`src/hw/rtl/fst_pkg.sv`:
```
// ----------------------------------------------------------------------------
// fst_pkg
// Shared types and constants of the frame step timer: register indexes,
// field widths, reset values, divider operand codes and the command and
// status bundles between controller and datapath.
// ----------------------------------------------------------------------------
`default_nettype none

package fst_pkg;

   // field widths
   localparam int FREQ_W      = 32;
   localparam int STEP_W      = 24;
   localparam int COUNT_W     = 64;
   localparam int FRAME_W     = 32;
   localparam int CSR_INDEX_W = 3;
   localparam int CSR_DATA_W  = 64;

   // configuration register indexes
   localparam logic [CSR_INDEX_W-1:0] REG_COUNTER_FREQUENCY = 3'd0;
   localparam logic [CSR_INDEX_W-1:0] REG_FIXED_STEP_MODE   = 3'd1;
   localparam logic [CSR_INDEX_W-1:0] REG_TARGET_STEP_TICKS = 3'd2;
   localparam logic [CSR_INDEX_W-1:0] REG_FRAME_LIMIT_TICKS = 3'd3;
   localparam logic [CSR_INDEX_W-1:0] REG_START_COUNT       = 3'd4;

   // configuration reset values
   localparam logic [FREQ_W-1:0]  FREQ_RST   = 32'd10000000;
   localparam logic               MODE_RST   = 1'b1;
   localparam logic [STEP_W-1:0]  TARGET_RST = 24'd166667;
   localparam logic [STEP_W-1:0]  LIMIT_RST  = 24'd0;
   localparam logic [COUNT_W-1:0] START_RST  = 64'd0;

   // constant divisors
   localparam int SnapDivisor  = 4000;
   localparam int ClampDivisor = 10;

   // divider operand select
   localparam logic [1:0] DIV_TICKS = 2'd0;
   localparam logic [1:0] DIV_STEP  = 2'd1;
   localparam logic [1:0] DIV_RATE  = 2'd2;

   // controller to datapath
   typedef struct packed {
      logic       accept;
      logic       div_start;
      logic [1:0] div_sel;
      logic       clamp_load;
      logic       mul_load;
      logic       ticks_load;
      logic       sum_load;
      logic       apply;
      logic       rate_apply;
      logic       out_load;
   } fst_cmd_type;

   // datapath to controller
   typedef struct packed {
      logic div_done;
      logic fixed_mode;
      logic target_zero;
      logic second_due;
   } fst_status_type;

endpackage

`default_nettype wire

```
`src/hw/rtl/frame_step_timer_unit.sv`:
```
// ----------------------------------------------------------------------------
// frame_step_timer_unit
// Fixed or variable timestep frame timer driven by free-running counter
// samples, one result transaction per sample.
// ----------------------------------------------------------------------------
// Each request carries one sample of a free-running counter; one response
// follows with the step state after that sample. A request is taken only
// while the unit is idle. Every sample divides for the tick conversion; a
// fixed-step quotient and crossing a one-second boundary each add one more
// division. Divisions by a variable pass through one shared 64-bit
// divider that retires one quotient bit per cycle; the clamp limit uses a
// reciprocal multiplication. The next request is taken once the previous
// result is in the response register, even if that response is still
// stalled; a result that has to wait for a still stalled response holds the
// unit for as long as that stall lasts. Register writes are taken at any
// time but belong in idle periods; a start_count write also reloads the
// previous sample.
`default_nettype none

module frame_step_timer_unit #(
   parameter int TICKS_PER_SECOND = 10000000
) (
   input  wire logic                            clock,
   input  wire logic                            reset,
   input  wire logic                            req_valid,
   output logic                                 req_stall,
   input  wire logic [fst_pkg::COUNT_W-1:0]     req_counter_now,
   output logic                                 rsp_valid,
   input  wire logic                            rsp_stall,
   output logic                                 rsp_frame_fired,
   output logic [fst_pkg::STEP_W-1:0]           rsp_elapsed_ticks,
   output logic [fst_pkg::COUNT_W-1:0]          rsp_total_ticks,
   output logic [fst_pkg::FRAME_W-1:0]          rsp_frame_count,
   output logic [fst_pkg::FRAME_W-1:0]          rsp_frames_per_second,
   input  wire logic                            csr_write_enable,
   input  wire logic [fst_pkg::CSR_INDEX_W-1:0] csr_index,
   input  wire logic [fst_pkg::CSR_DATA_W-1:0]  csr_write_data
);

   import fst_pkg::*;

   fst_cmd_type    cmd;
   fst_status_type status;

   // sequencer and handshakes
   fst_ctrl u_ctrl (
      .clock     (clock),
      .reset     (reset),
      .req_valid (req_valid),
      .req_stall (req_stall),
      .rsp_valid (rsp_valid),
      .rsp_stall (rsp_stall),
      .cmd       (cmd),
      .status    (status)
   );

   // arithmetic, state and result registers
   fst_dpath #(
      .TICKS_PER_SECOND (TICKS_PER_SECOND)
   ) u_dpath (
      .clock                 (clock),
      .reset                 (reset),
      .req_counter_now       (req_counter_now),
      .csr_write_enable      (csr_write_enable),
      .csr_index             (csr_index),
      .csr_write_data        (csr_write_data),
      .cmd                   (cmd),
      .status                (status),
      .rsp_frame_fired       (rsp_frame_fired),
      .rsp_elapsed_ticks     (rsp_elapsed_ticks),
      .rsp_total_ticks       (rsp_total_ticks),
      .rsp_frame_count       (rsp_frame_count),
      .rsp_frames_per_second (rsp_frames_per_second)
   );

endmodule

`default_nettype wire

```
`src/hw/rtl/fst_div.sv`:
```
// ----------------------------------------------------------------------------
// fst_div
// Restoring divider, one quotient bit per cycle. A start pulse loads the
// operands; done pulses for one cycle when quotient and remainder are valid.
// ----------------------------------------------------------------------------
`default_nettype none

module fst_div #(
   parameter int DIVIDEND_W = 64,
   parameter int DIVISOR_W  = 32
) (
   input  wire logic                  clock,
   input  wire logic                  reset,
   input  wire logic                  start,
   input  wire logic [DIVIDEND_W-1:0] dividend,
   input  wire logic [DIVISOR_W-1:0]  divisor,
   output logic                       done,
   output logic [DIVIDEND_W-1:0]      quotient,
   output logic [DIVISOR_W-1:0]       remainder
);

   localparam int CNT_W = $clog2(DIVIDEND_W + 1);

   logic [DIVIDEND_W-1:0] quo_ff, quo_in;
   logic [DIVISOR_W-1:0]  rem_ff, rem_in;
   logic [DIVISOR_W-1:0]  dvs_ff, dvs_in;
   logic [CNT_W-1:0]      cnt_ff, cnt_in;
   logic                  busy_ff, busy_in;
   logic                  done_ff, done_in;
   logic [DIVISOR_W:0]    trial;
   logic [DIVISOR_W:0]    diff;
   logic                  fits;

   // one trial subtraction per cycle
   assign trial = {rem_ff, quo_ff[DIVIDEND_W-1]};
   assign diff  = trial - {1'b0, dvs_ff};
   assign fits  = trial >= {1'b0, dvs_ff};

   always_comb begin
      quo_in  = quo_ff;
      rem_in  = rem_ff;
      dvs_in  = dvs_ff;
      cnt_in  = cnt_ff;
      busy_in = busy_ff;
      done_in = 1'b0;
      if (start) begin
         quo_in  = dividend;
         rem_in  = '0;
         dvs_in  = divisor;
         cnt_in  = CNT_W'(DIVIDEND_W);
         busy_in = 1'b1;
      end else if (busy_ff) begin
         quo_in = {quo_ff[DIVIDEND_W-2:0], fits};
         rem_in = fits ? diff[DIVISOR_W-1:0] : trial[DIVISOR_W-1:0];
         cnt_in = cnt_ff - CNT_W'(1);
         if (cnt_ff == CNT_W'(1)) begin
            busy_in = 1'b0;
            done_in = 1'b1;
         end
      end
   end

   // control state
   always_ff @(posedge clock) begin
      if (reset) begin
         busy_ff <= 1'b0;
         done_ff <= 1'b0;
         cnt_ff  <= '0;
      end else begin
         busy_ff <= busy_in;
         done_ff <= done_in;
         cnt_ff  <= cnt_in;
      end
   end

   // operand and result registers
   always_ff @(posedge clock) begin
      quo_ff <= quo_in;
      rem_ff <= rem_in;
      dvs_ff <= dvs_in;
   end

   assign done      = done_ff;
   assign quotient  = quo_ff;
   assign remainder = rem_ff;

endmodule

`default_nettype wire

```
`src/hw/rtl/fst_dpath.sv`:
```
// ----------------------------------------------------------------------------
// fst_dpath
// Datapath of the frame step timer: configuration registers, sample delta,
// clamp, tick conversion, step accounting, rate sampling and the result
// registers. Divisions go through one shared iterative divider.
// ----------------------------------------------------------------------------
`default_nettype none

module fst_dpath #(
   parameter int TICKS_PER_SECOND = 10000000
) (
   input  wire logic                            clock,
   input  wire logic                            reset,
   input  wire logic [fst_pkg::COUNT_W-1:0]     req_counter_now,
   input  wire logic                            csr_write_enable,
   input  wire logic [fst_pkg::CSR_INDEX_W-1:0] csr_index,
   input  wire logic [fst_pkg::CSR_DATA_W-1:0]  csr_write_data,
   input  wire fst_pkg::fst_cmd_type            cmd,
   output fst_pkg::fst_status_type              status,
   output logic                                 rsp_frame_fired,
   output logic [fst_pkg::STEP_W-1:0]           rsp_elapsed_ticks,
   output logic [fst_pkg::COUNT_W-1:0]          rsp_total_ticks,
   output logic [fst_pkg::FRAME_W-1:0]          rsp_frame_count,
   output logic [fst_pkg::FRAME_W-1:0]          rsp_frames_per_second
);

   import fst_pkg::*;

   localparam int TPS_W  = $clog2(TICKS_PER_SECOND + 1);
   localparam int PROD_W = FREQ_W + TPS_W;
   localparam int CMP_W  = (TPS_W > STEP_W) ? TPS_W : STEP_W;
   localparam int SNAP   = TICKS_PER_SECOND / SnapDivisor;

   // reciprocal of the clamp divisor (ten), exact for every 32-bit frequency
   localparam logic [FREQ_W-1:0] CLAMP_RECIP = 32'hCCCC_CCCD;
   localparam int                CLAMP_SHIFT = 35;

   // configuration registers
   logic [FREQ_W-1:0] freq_ff, freq_in;
   logic              mode_ff, mode_in;
   logic [STEP_W-1:0] target_ff, target_in;
   logic [STEP_W-1:0] limit_ff, limit_in;

   // persistent state
   logic [COUNT_W-1:0] last_count_ff, last_count_in;
   logic [COUNT_W-1:0] second_ff, second_in;
   logic [STEP_W-1:0]  leftover_ff, leftover_in;
   logic [COUNT_W-1:0] total_ff, total_in;
   logic [FRAME_W-1:0] counter_ff, counter_in;
   logic [FRAME_W-1:0] fis_ff, fis_in;
   logic [FRAME_W-1:0] rate_ff, rate_in;
   logic [STEP_W-1:0]  last_len_ff, last_len_in;
   logic               fired_ff, fired_in;

   // per-transaction working registers
   logic [COUNT_W-1:0] delta_ff, delta_in;
   logic [FREQ_W-1:0]  maxd_ff, maxd_in;
   logic [FREQ_W-1:0]  dclamp_ff, dclamp_in;
   logic [PROD_W-1:0]  product_ff, product_in;
   logic [TPS_W-1:0]   ticks_ff, ticks_in;
   logic [STEP_W-1:0]  sum_ff, sum_in;

   // result registers
   logic               out_fired_ff;
   logic [STEP_W-1:0]  out_elapsed_ff;
   logic [COUNT_W-1:0] out_total_ff;
   logic [FRAME_W-1:0] out_count_ff;
   logic [FRAME_W-1:0] out_fps_ff;

   // divider hookup
   logic [COUNT_W-1:0] div_dividend;
   logic [FREQ_W-1:0]  div_divisor;
   logic               div_done;
   logic [COUNT_W-1:0] div_quo;
   logic [FREQ_W-1:0]  div_rem;

   // combinational helpers
   logic [FREQ_W-1:0]   freq_eff;
   logic [2*FREQ_W-1:0] maxd_prod;
   logic [CMP_W-1:0]    ticks_ext;
   logic [CMP_W-1:0]    target_ext;
   logic [CMP_W-1:0]    tick_diff;
   logic [CMP_W-1:0]    ticks_use;
   logic [CMP_W:0]      raw_sum;
   logic                fixed_div;
   logic                fire_now;

   // zero frequency counts as one
   assign freq_eff  = (freq_ff == '0) ? FREQ_W'(1) : freq_ff;

   // clamp limit, frequency over ten
   assign maxd_prod = {{FREQ_W{1'b0}}, freq_eff} * {{FREQ_W{1'b0}}, CLAMP_RECIP};

   // snap to target and saturating accumulate
   assign ticks_ext  = CMP_W'(ticks_ff);
   assign target_ext = CMP_W'(target_ff);
   assign tick_diff  = (ticks_ext > target_ext) ? (ticks_ext - target_ext)
                                                : (target_ext - ticks_ext);
   assign ticks_use  = (mode_ff && (tick_diff < CMP_W'(SNAP))) ? target_ext : ticks_ext;
   assign raw_sum    = {1'b0, ticks_use} + (CMP_W+1)'(leftover_ff);
   assign fixed_div  = mode_ff && (target_ff != '0);

   // step decision
   always_comb begin
      if (fixed_div) begin
         fire_now = div_quo != '0;
      end else if (mode_ff) begin
         fire_now = 1'b0;
      end else begin
         fire_now = sum_ff >= limit_ff;
      end
   end

   // divider operand select
   always_comb begin
      case (cmd.div_sel)
         DIV_TICKS: begin
            div_dividend = COUNT_W'(product_ff);
            div_divisor  = freq_eff;
         end
         DIV_STEP: begin
            div_dividend = COUNT_W'(sum_ff);
            div_divisor  = FREQ_W'(target_ff);
         end
         DIV_RATE: begin
            div_dividend = second_ff;
            div_divisor  = freq_eff;
         end
         default: begin
            div_dividend = second_ff;
            div_divisor  = freq_eff;
         end
      endcase
   end

   fst_div #(
      .DIVIDEND_W (COUNT_W),
      .DIVISOR_W  (FREQ_W)
   ) u_div (
      .clock     (clock),
      .reset     (reset),
      .start     (cmd.div_start),
      .dividend  (div_dividend),
      .divisor   (div_divisor),
      .done      (div_done),
      .quotient  (div_quo),
      .remainder (div_rem)
   );

   // next state of configuration and persistent state
   always_comb begin
      freq_in       = freq_ff;
      mode_in       = mode_ff;
      target_in     = target_ff;
      limit_in      = limit_ff;
      last_count_in = last_count_ff;
      second_in     = second_ff;
      leftover_in   = leftover_ff;
      total_in      = total_ff;
      counter_in    = counter_ff;
      fis_in        = fis_ff;
      rate_in       = rate_ff;
      last_len_in   = last_len_ff;
      fired_in      = fired_ff;

      // register writes
      if (csr_write_enable) begin
         case (csr_index)
            REG_COUNTER_FREQUENCY: freq_in       = csr_write_data[FREQ_W-1:0];
            REG_FIXED_STEP_MODE:   mode_in       = csr_write_data[0];
            REG_TARGET_STEP_TICKS: target_in     = csr_write_data[STEP_W-1:0];
            REG_FRAME_LIMIT_TICKS: limit_in      = csr_write_data[STEP_W-1:0];
            REG_START_COUNT:       last_count_in = csr_write_data;
            default: ;
         endcase
      end

      // new sample
      if (cmd.accept) begin
         last_count_in = req_counter_now;
         second_in     = second_ff + (req_counter_now - last_count_ff);
      end

      // step accounting
      if (cmd.apply) begin
         fired_in = fire_now;
         if (fixed_div) begin
            leftover_in = div_rem[STEP_W-1:0];
            if (fire_now) begin
               last_len_in = target_ff;
               total_in    = total_ff + COUNT_W'(sum_ff - div_rem[STEP_W-1:0]);
               counter_in  = counter_ff + div_quo[FRAME_W-1:0];
            end
         end else if (mode_ff) begin
            leftover_in = sum_ff;
         end else if (fire_now) begin
            last_len_in = sum_ff;
            total_in    = total_ff + COUNT_W'(sum_ff);
            leftover_in = '0;
            counter_in  = counter_ff + FRAME_W'(1);
         end else begin
            leftover_in = sum_ff;
         end
         fis_in = fis_ff + FRAME_W'(fire_now);
      end

      // one second elapsed
      if (cmd.rate_apply) begin
         rate_in   = fis_ff;
         fis_in    = '0;
         second_in = COUNT_W'(div_rem);
      end
   end

   // working register next values
   assign delta_in   = cmd.accept ? (req_counter_now - last_count_ff) : delta_ff;
   assign maxd_in    = cmd.accept ? FREQ_W'(maxd_prod[2*FREQ_W-1:CLAMP_SHIFT]) : maxd_ff;
   assign dclamp_in  = !cmd.clamp_load ? dclamp_ff :
                       (delta_ff > COUNT_W'(maxd_ff)) ? maxd_ff : delta_ff[FREQ_W-1:0];
   assign product_in = cmd.mul_load
                       ? (PROD_W'(dclamp_ff) * PROD_W'(TICKS_PER_SECOND)) : product_ff;
   assign ticks_in   = cmd.ticks_load ? div_quo[TPS_W-1:0] : ticks_ff;
   assign sum_in     = !cmd.sum_load ? sum_ff :
                       (raw_sum > (CMP_W+1)'({STEP_W{1'b1}})) ? {STEP_W{1'b1}}
                                                              : raw_sum[STEP_W-1:0];

   // control and persistent state
   always_ff @(posedge clock) begin
      if (reset) begin
         freq_ff       <= FREQ_RST;
         mode_ff       <= MODE_RST;
         target_ff     <= TARGET_RST;
         limit_ff      <= LIMIT_RST;
         last_count_ff <= START_RST;
         second_ff     <= '0;
         leftover_ff   <= '0;
         total_ff      <= '0;
         counter_ff    <= '0;
         fis_ff        <= '0;
         rate_ff       <= '0;
         last_len_ff   <= '0;
         fired_ff      <= 1'b0;
      end else begin
         freq_ff       <= freq_in;
         mode_ff       <= mode_in;
         target_ff     <= target_in;
         limit_ff      <= limit_in;
         last_count_ff <= last_count_in;
         second_ff     <= second_in;
         leftover_ff   <= leftover_in;
         total_ff      <= total_in;
         counter_ff    <= counter_in;
         fis_ff        <= fis_in;
         rate_ff       <= rate_in;
         last_len_ff   <= last_len_in;
         fired_ff      <= fired_in;
      end
   end

   // working registers
   always_ff @(posedge clock) begin
      delta_ff   <= delta_in;
      maxd_ff    <= maxd_in;
      dclamp_ff  <= dclamp_in;
      product_ff <= product_in;
      ticks_ff   <= ticks_in;
      sum_ff     <= sum_in;
   end

   // result registers, loaded only when the output side is free
   always_ff @(posedge clock) begin
      if (cmd.out_load) begin
         out_fired_ff   <= fired_ff;
         out_elapsed_ff <= last_len_ff;
         out_total_ff   <= total_ff;
         out_count_ff   <= counter_ff;
         out_fps_ff     <= rate_ff;
      end
   end

   assign status.div_done    = div_done;
   assign status.fixed_mode  = mode_ff;
   assign status.target_zero = target_ff == '0;
   assign status.second_due  = second_ff >= COUNT_W'(freq_eff);

   assign rsp_frame_fired       = out_fired_ff;
   assign rsp_elapsed_ticks     = out_elapsed_ff;
   assign rsp_total_ticks       = out_total_ff;
   assign rsp_frame_count       = out_count_ff;
   assign rsp_frames_per_second = out_fps_ff;

endmodule

`default_nettype wire

```
`src/hw/rtl/fst_ctrl.sv`:
```
// ----------------------------------------------------------------------------
// fst_ctrl
// Controller of the frame step timer: sequences one sample through clamp,
// tick conversion, step accounting and rate sampling, and owns both
// handshakes.
// ----------------------------------------------------------------------------
`default_nettype none

module fst_ctrl (
   input  wire logic                    clock,
   input  wire logic                    reset,
   input  wire logic                    req_valid,
   output logic                         req_stall,
   output logic                         rsp_valid,
   input  wire logic                    rsp_stall,
   output fst_pkg::fst_cmd_type         cmd,
   input  wire fst_pkg::fst_status_type status
);

   import fst_pkg::*;

   localparam logic [3:0] ST_IDLE       = 4'd0;
   localparam logic [3:0] ST_CLAMP      = 4'd1;
   localparam logic [3:0] ST_MUL        = 4'd2;
   localparam logic [3:0] ST_TICK_START = 4'd3;
   localparam logic [3:0] ST_TICKS      = 4'd4;
   localparam logic [3:0] ST_SUM        = 4'd5;
   localparam logic [3:0] ST_STEP_START = 4'd6;
   localparam logic [3:0] ST_STEP_WAIT  = 4'd7;
   localparam logic [3:0] ST_APPLY      = 4'd8;
   localparam logic [3:0] ST_RATE_CHECK = 4'd9;
   localparam logic [3:0] ST_RATE_WAIT  = 4'd10;
   localparam logic [3:0] ST_OUT        = 4'd11;

   logic [3:0] state_ff, state_in;
   logic       rsp_valid_ff, rsp_valid_in;
   logic       req_accept;
   logic       out_free;

   assign req_accept = req_valid && (state_ff == ST_IDLE);
   assign out_free   = !rsp_valid_ff || !rsp_stall;

   // sequencer
   always_comb begin
      state_in = state_ff;
      cmd      = '0;
      case (state_ff)
         ST_IDLE: begin
            if (req_accept) begin
               cmd.accept = 1'b1;
               state_in   = ST_CLAMP;
            end
         end
         ST_CLAMP: begin
            cmd.clamp_load = 1'b1;
            state_in       = ST_MUL;
         end
         ST_MUL: begin
            cmd.mul_load = 1'b1;
            state_in     = ST_TICK_START;
         end
         ST_TICK_START: begin
            cmd.div_start = 1'b1;
            cmd.div_sel   = DIV_TICKS;
            state_in      = ST_TICKS;
         end
         ST_TICKS: begin
            cmd.div_sel = DIV_TICKS;
            if (status.div_done) begin
               cmd.ticks_load = 1'b1;
               state_in       = ST_SUM;
            end
         end
         ST_SUM: begin
            cmd.sum_load = 1'b1;
            state_in     = (status.fixed_mode && !status.target_zero) ? ST_STEP_START
                                                                      : ST_APPLY;
         end
         ST_STEP_START: begin
            cmd.div_start = 1'b1;
            cmd.div_sel   = DIV_STEP;
            state_in      = ST_STEP_WAIT;
         end
         ST_STEP_WAIT: begin
            cmd.div_sel = DIV_STEP;
            if (status.div_done) begin
               state_in = ST_APPLY;
            end
         end
         ST_APPLY: begin
            cmd.div_sel = DIV_STEP;
            cmd.apply   = 1'b1;
            state_in    = ST_RATE_CHECK;
         end
         ST_RATE_CHECK: begin
            cmd.div_sel = DIV_RATE;
            if (status.second_due) begin
               cmd.div_start = 1'b1;
               state_in      = ST_RATE_WAIT;
            end else begin
               state_in = ST_OUT;
            end
         end
         ST_RATE_WAIT: begin
            cmd.div_sel = DIV_RATE;
            if (status.div_done) begin
               cmd.rate_apply = 1'b1;
               state_in       = ST_OUT;
            end
         end
         ST_OUT: begin
            if (out_free) begin
               cmd.out_load = 1'b1;
               state_in     = ST_IDLE;
            end
         end
         default: begin
            state_in = ST_IDLE;
         end
      endcase
   end

   // result valid: set on load, cleared once taken
   always_comb begin
      rsp_valid_in = rsp_valid_ff;
      if (cmd.out_load) begin
         rsp_valid_in = 1'b1;
      end else if (rsp_valid_ff && !rsp_stall) begin
         rsp_valid_in = 1'b0;
      end
   end

   always_ff @(posedge clock) begin
      if (reset) begin
         state_ff     <= ST_IDLE;
         rsp_valid_ff <= 1'b0;
      end else begin
         state_ff     <= state_in;
         rsp_valid_ff <= rsp_valid_in;
      end
   end

   assign req_stall = state_ff != ST_IDLE;
   assign rsp_valid = rsp_valid_ff;

endmodule

`default_nettype wire

```
`config.mk`:
```
export PLATFORM = sky130hd
export DESIGN_NAME = frame_step_timer_unit
export DESIGN_NICKNAME = d
export VERILOG_FILES = /design/src/hw/rtl/fst_pkg.sv /design/src/hw/rtl/frame_step_timer_unit.sv /design/src/hw/rtl/fst_div.sv /design/src/hw/rtl/fst_dpath.sv /design/src/hw/rtl/fst_ctrl.sv
export SDC_FILE = /design/constraint.sdc
export NUM_CORES = 2
export LEC_CHECK = 0
export BUFFER_PORTS_ARGS = -buffer_cell sky130_fd_sc_hd__buf_2
export CORE_MARGIN = 2
export CORE_UTILIZATION = 40
export CTS_CLUSTER_DIAMETER = 150
export DETAILED_ROUTE_END_ITERATION = 8
export RECOVER_POWER = 50
export SYNTH_ARGS = -nofsm -noshare
export SYNTH_HDL_FRONTEND = slang
export SYNTH_SLANG_ARGS = --single-unit
```
`constraint.sdc`:
```
create_clock -name clock -period 17.65 [get_ports clock]
set_input_delay 1.765 -clock clock [delete_from_list [all_inputs] [get_ports clock]]
set_output_delay 1.765 -clock clock [all_outputs]
set_load 0.01 [all_outputs]
```
# After elaboration in Yosys (flattened, before gate mapping)
# Cells that the tools add are included.
# word_totals
register_bits,935
inputBits,136
output_inout_bits,155
word_cells,180
# classes
add_sub_neg,13
mul,2
magnitude_cmp,7
n_eq_ne,24
muxes,61
bitwise_logic,1
reduce_logical,36
# op_table
cell,count
two-way mux 64 bit,9
two-way mux 32 bit,8
two-way mux 24 bit,10
adder 64 bit,2
one-hot mux 64 bit (2 select lines),1
adder 64 x 24 -> 64 bit,1
greater-or-equal comparator 64 x 32 -> 1 bit,1
> comparator 64 x 29 -> 1 bit,1
multiplier 32 x 32 -> 64 bit (second input constant),1
nonzero test 64 bit,1
subtractor 64 bit,1
multiplier 32 x 17 -> 49 bit (second input constant),1
one-hot mux 4 bit (12 select lines),1
subtractor 24 bit,2
greater-or-equal comparator 33 x 32 -> 1 bit,1
adder 32 x 1 -> 32 bit,1
adder 32 x 1 -> 32 bit (second input constant),1
adder 32 bit,1
zero test 32 bit,1
subtractor 32 bit,1
two-way mux 29 bit,1
adder 24 x 24 -> 25 bit,1
> comparator 25 x 24 -> 1 bit (second input constant),1
subtractor 24 x 24 -> 25 bit,1
36 further kinds,94

# Longest topological paths before layout
# depth
word_depth,7
ltp_mapped,35
depth_no_buf,31

# Hierarchy
# Synthesis repeated with hierarchy kept, for this count alone.
# unflattened
cells_unflattened,8797
area_unflattened_um2,82626.7
# modules_own_cells
module,instances,cells_each,area_each_um2,seq_area_each_um2
fst_dpath,1,8040,74704.1,19628.8
fst_div,1,695,7460.9,3703.6
fst_ctrl,1,62,461.7,100.1

# Worst setup path after synthesis
# No wires, ideal clock.
# synth_timing
path_type,in2reg
start,input port rsp_stall
end,"register u_dpath.out_elapsed_ff[0], in the netlist u_dpath.rsp_elapsed_ticks[0], enable pin"
setup_ns,0.854
t_arrival_ns,12.321
required_time_ns,16.796
path_slack_ns,4.475
stages,2
n_path_buf,0
cell_sequence,and2_1 nor3_1
# synth_lines
element,line,source
"start, declared",frame_step_timer_unit.sv:29,"input wire logic rsp_stall,"
"end signal, assigned",fst_dpath.sv:274,out_elapsed_ff <= last_len_ff;
"end, declared",fst_dpath.sv:65,logic [STEP_W-1:0] out_elapsed_ff;

# Final worst setup path
# layout_timing
start,input port reset
end,register u_dpath.second_ff[53]
# layout_via
elab_chain_cells,1
# layout_lines
element,line,source
"start, declared",frame_step_timer_unit.sv:24,"input wire logic reset,"
OR reduction 2 bit (no source line),n/a,
"end signal, assigned",fst_dpath.sv:249,second_ff <= second_in;
"end, declared",fst_dpath.sv:46,"logic [COUNT_W-1:0] second_ff, second_in;"
# Every way passes these cells.
# A chain may end at the register's enable or synchronous reset.

==> key figures <==
Run status
  • Outcome: finished with violations
  • Failing checks: capacitance limit, slew limit

Synth
  • Area leader, netlist: edfxtp_1
  • Post-synth top flop: edfxtp_1
  • Syn Inst Count: about 8400
  • Mapped Area: 79800 um^2
  • Sequential area share after synthesis: 29.4%
  • Yosys warning total: 0
  • Post-synth EDFFs: 471
  • #FFs+latches synth: roughly 940
  • Synth unique cells: 89
  • Synth top area share: 17.7%
  • Ranking of synthesized cells by area: edfxtp_1 (18%), ha_1 (16%), fa_1 (15%)
  • Async set-reset flop share out of synthesis: 0%
  • Syn Area/Cell: 9.46 um^2

Power
  • Total power: approximately 20 mW
  • Clock Power Share: roughly an eighth
  • Gate power share: 70.1%
  • Power density cells: 231 nW/um^2
  • P_int: 10.4 mW
  • Max VDD drop: ~0.44 mV
  • Psw: about 9.8 mW
  • Lkg Pwr: 39.5 nW
  • Sw Ratio: 48.5%
  • Flop pwr share: between 10% and 20%

Timing
  • Final worst path period need: 11040 ps
  • Tightest Pin Transition: 8100 ps
  • Worst Skew: 49.6 ps
  • Slew headroom: -440%
  • Final Hold Viols: 0
  • Finish-stage setup viols: 0
  • Fin. max-slew vios: between 700 and 800
  • Setup TNS: 0 ps
  • RSZ-0062 raised after global routing: false
  • Period utilization: between 60% and 70%
  • Max Clk Rate: 0.0906 GHz

Detailed routing
  • Total detailed-routing wirelength: 265 mm
  • First-pass DRT Iterations: 6
  • DR iter-0 viols: 5285
  • Remaining DRCs: 0
  • Vias: 62400
  • Detail Route Antenna Nets: 0
  • Post-DR wirelength/cell: 23.4 um
  • DR vias/cell: 5.50

Floorplanning
  • Placeable Area: 198000 um^2
  • # rows: 163
  • Die width: 451 um
  • Die Ht: between 400 and 500 um
  • Starting Density: 40.3%
  • Top Ports: 291
  • Die area: 203000 um^2

Critical path
  • Reg2Reg Depth: 30
  • CP endpoint kind: register
  • Crit-path max FO: 121
  • Reg-to-reg slack, setup: 8530 ps
  • Crit start category: input pin
  • Critical path data required time: 18290 ps
  • Arr. time, crit path: around 12000 ps
  • R2r startpoint: u_dpath.freq_ff[28]
  • Setup CP Type: in2reg
  • End of the critical path: u_dpath.second_ff[53]
  • CP startpoint: reset
  • End of the worst register-to-register path: u_dpath.maxd_ff[25]

Hold path
  • Hold Path Class: reg2reg

GRT
  • First-pass GRT wire length: approximately 400 mm
  • Largest net degree at the start of global routing: between 150 and 200
  • Remaining Overflow, GRT: 0
  • Vias in the first global route: 61400
  • Initial antenna violation count: 18
  • GRT Overall Usage: about a quarter

Layout
  • Layout Nets: 10300
  • Fillcell total: approximately 19000
  • Commonest non-fill, non-tap cell in the layout: inv_1
  • Area of the multi-input gates: a little over 50000 um^2
  • Share of cells above drive strength 1: 6.93%
  • Seq. cell area: 23400 um^2
  • Syn-to-layout area delta: 9.83%
  • Most frequent cells in the layout: inv_1 (1240), ha_1 (1020), nand2_1 (817), a21oi_1 (605), fa_1 (586)
  • Post-Layout Inst Area: 87600 um^2

Clocking
  • Worst skew pair latency: 780 ps
  • Post-CTS Hold Buffers: 0
  • CTS root buffer: clkbuf_16
  • Post-CTS setup buffers: 0
  • Post-CTS sizing: 0
  • H-tree levels: 3
  • CTS tree: yes
  • CTS Buf Count: 108
  • Clock transition at path regs: 60 ps
  • CTS Buffer Depth: 3
  • Clk sinks: about 940

Placement
  • I/O Buffers: 290
  • Gpl congestion: just over 1
  • Post-Place Cell Area: about 84000 um^2
  • Dpl hpwl: 215 mm

Job
  • Max cap viols: 11
-- registers in the layout (all words and copies together), names as in the netlist, 32 cells and up --
| signal | cells |
|---|---|
| u_dpath.u_div.dvs_ff | 32 |
| u_dpath.dclamp_ff | 32 |
| u_dpath.u_div.quotient | 64 |
| u_dpath.counter_ff | 32 |
| u_dpath.fis_ff | 32 |
| u_dpath.delta_ff | 64 |
| u_dpath.product_ff | 49 |
| u_dpath.second_ff | 64 |
| u_dpath.last_count_ff | 64 |
| u_dpath.u_div.remainder | 32 |
| u_dpath.freq_ff | 32 |
| u_dpath.rsp_frames_per_second | 32 |
| u_dpath.rsp_total_ticks | 64 |
| u_dpath.rsp_frame_count | 32 |
| u_dpath.total_ff | 64 |
| u_dpath.rate_ff | 32 |
-- worst min path at each step --
stage / to / slack (ps) / cells past startpoint / start
after floorplan: u_dpath.rsp_frame_fired / 410 / 0 / u_dpath.fired_ff
after global placement: u_dpath.rsp_elapsed_ticks[19] / 420 / 0 / u_dpath.last_len_ff[19]
after detailed placement: u_dpath.rsp_frames_per_second[17] / 420 / 0 / u_dpath.rate_ff[17]
after CTS: u_dpath.rsp_frames_per_second[22] / 430 / 0 / u_dpath.rate_ff[22]
after global routing: u_dpath.rsp_frames_per_second[22] / 440 / 0 / u_dpath.rate_ff[22]
final: u_dpath.rsp_frames_per_second[22] / 430 / 0 / u_dpath.rate_ff[22]
-- Yosys cell counts, drive strengths merged (48+ instances only) --
cell type / count
o21a: 48
dfxtp: 464
o21ai: 308
and2: 59
a21oi: 609
nor3: 74
o21bai: 49
a21o: 260
xor2: 157
mux2i: 109
inv: 1241
clkbuf: 273
nor2b: 65
nand3: 125
and3: 61
fa: 586
nand2: 818
nand4: 76
ha: 1020
edfxtp: 471
nand2b: 60
nor2: 474
nor4: 63
mux2: 90
a211oi: 117
xnor2: 218
-- cell families after synthesis --
logic type | after synthesis | synth area share (%)
DFF | 935 | 29.4
buffers and inverters | 1540 | 7.28
and+or+nand+nor | 1961 | 11.2
xor gates and xnor gates | 375 | 4.12
AOI/OAI and AO/OA | 1816 | 14.7
muxes | 199 | 2.64
other | 1 | 0.00470
adders and majority gates | 1606 | 30.7
-- metrics by stage --
stage          worst slack, ps  utilization, %  instances  hold WS [ps]
2_1_floorplan             4470               -       8435           408
3_3_place_gp              8660            42.4      11100           416
3_5_place_dp              8600            42.4      11100           416
4_1_cts                   8540            44.4      11300           426
5_1_grt                   6000            44.3      11300           435
6_report                  6610            44.3      11300           431
-- power groups by stage --
stage          sequential (mW)  clock (mW)  combinational, mW
2_1_floorplan             3.45           0               10.3
3_3_place_gp              3.65           0               13.8
3_5_place_dp              3.65           0               14.0
4_1_cts                   3.61        2.47               14.1
5_1_grt                   3.65        2.55               15.9
6_report                  3.63        2.42               14.2
-- worst max-delay path, stage by stage --
cell      delay, ps
clkbuf_1       4170
clkbuf_1       4020
nand2b_2        600
buf_4           590
nor4_1          120
nand3b_1        180
-- layout make-up --
class | count | area share [%]
Clock inverter | 74 | 1.02
Antenna cell | 11 | 0.0314
Tap cell | 2640 | 3.77
Inverter | 1241 | 5.32
Sequential cell | 935 | 26.8
Multi-Input combinational cell | 5960 | 57.8
Timing Repair Buffer | 344 | 1.99
Clock buffer | 131 | 3.34
-- routing by layer --
metal	wire length [um]	track usage, %	up-vias
met5	13	0	-
met2	122000	41.4	2095
met3	16800	3.37	393
met4	9860	9.14	2
met1	117000	35.2	30600
li1	-	-	29300
Power figures use the tool's default switching activity.
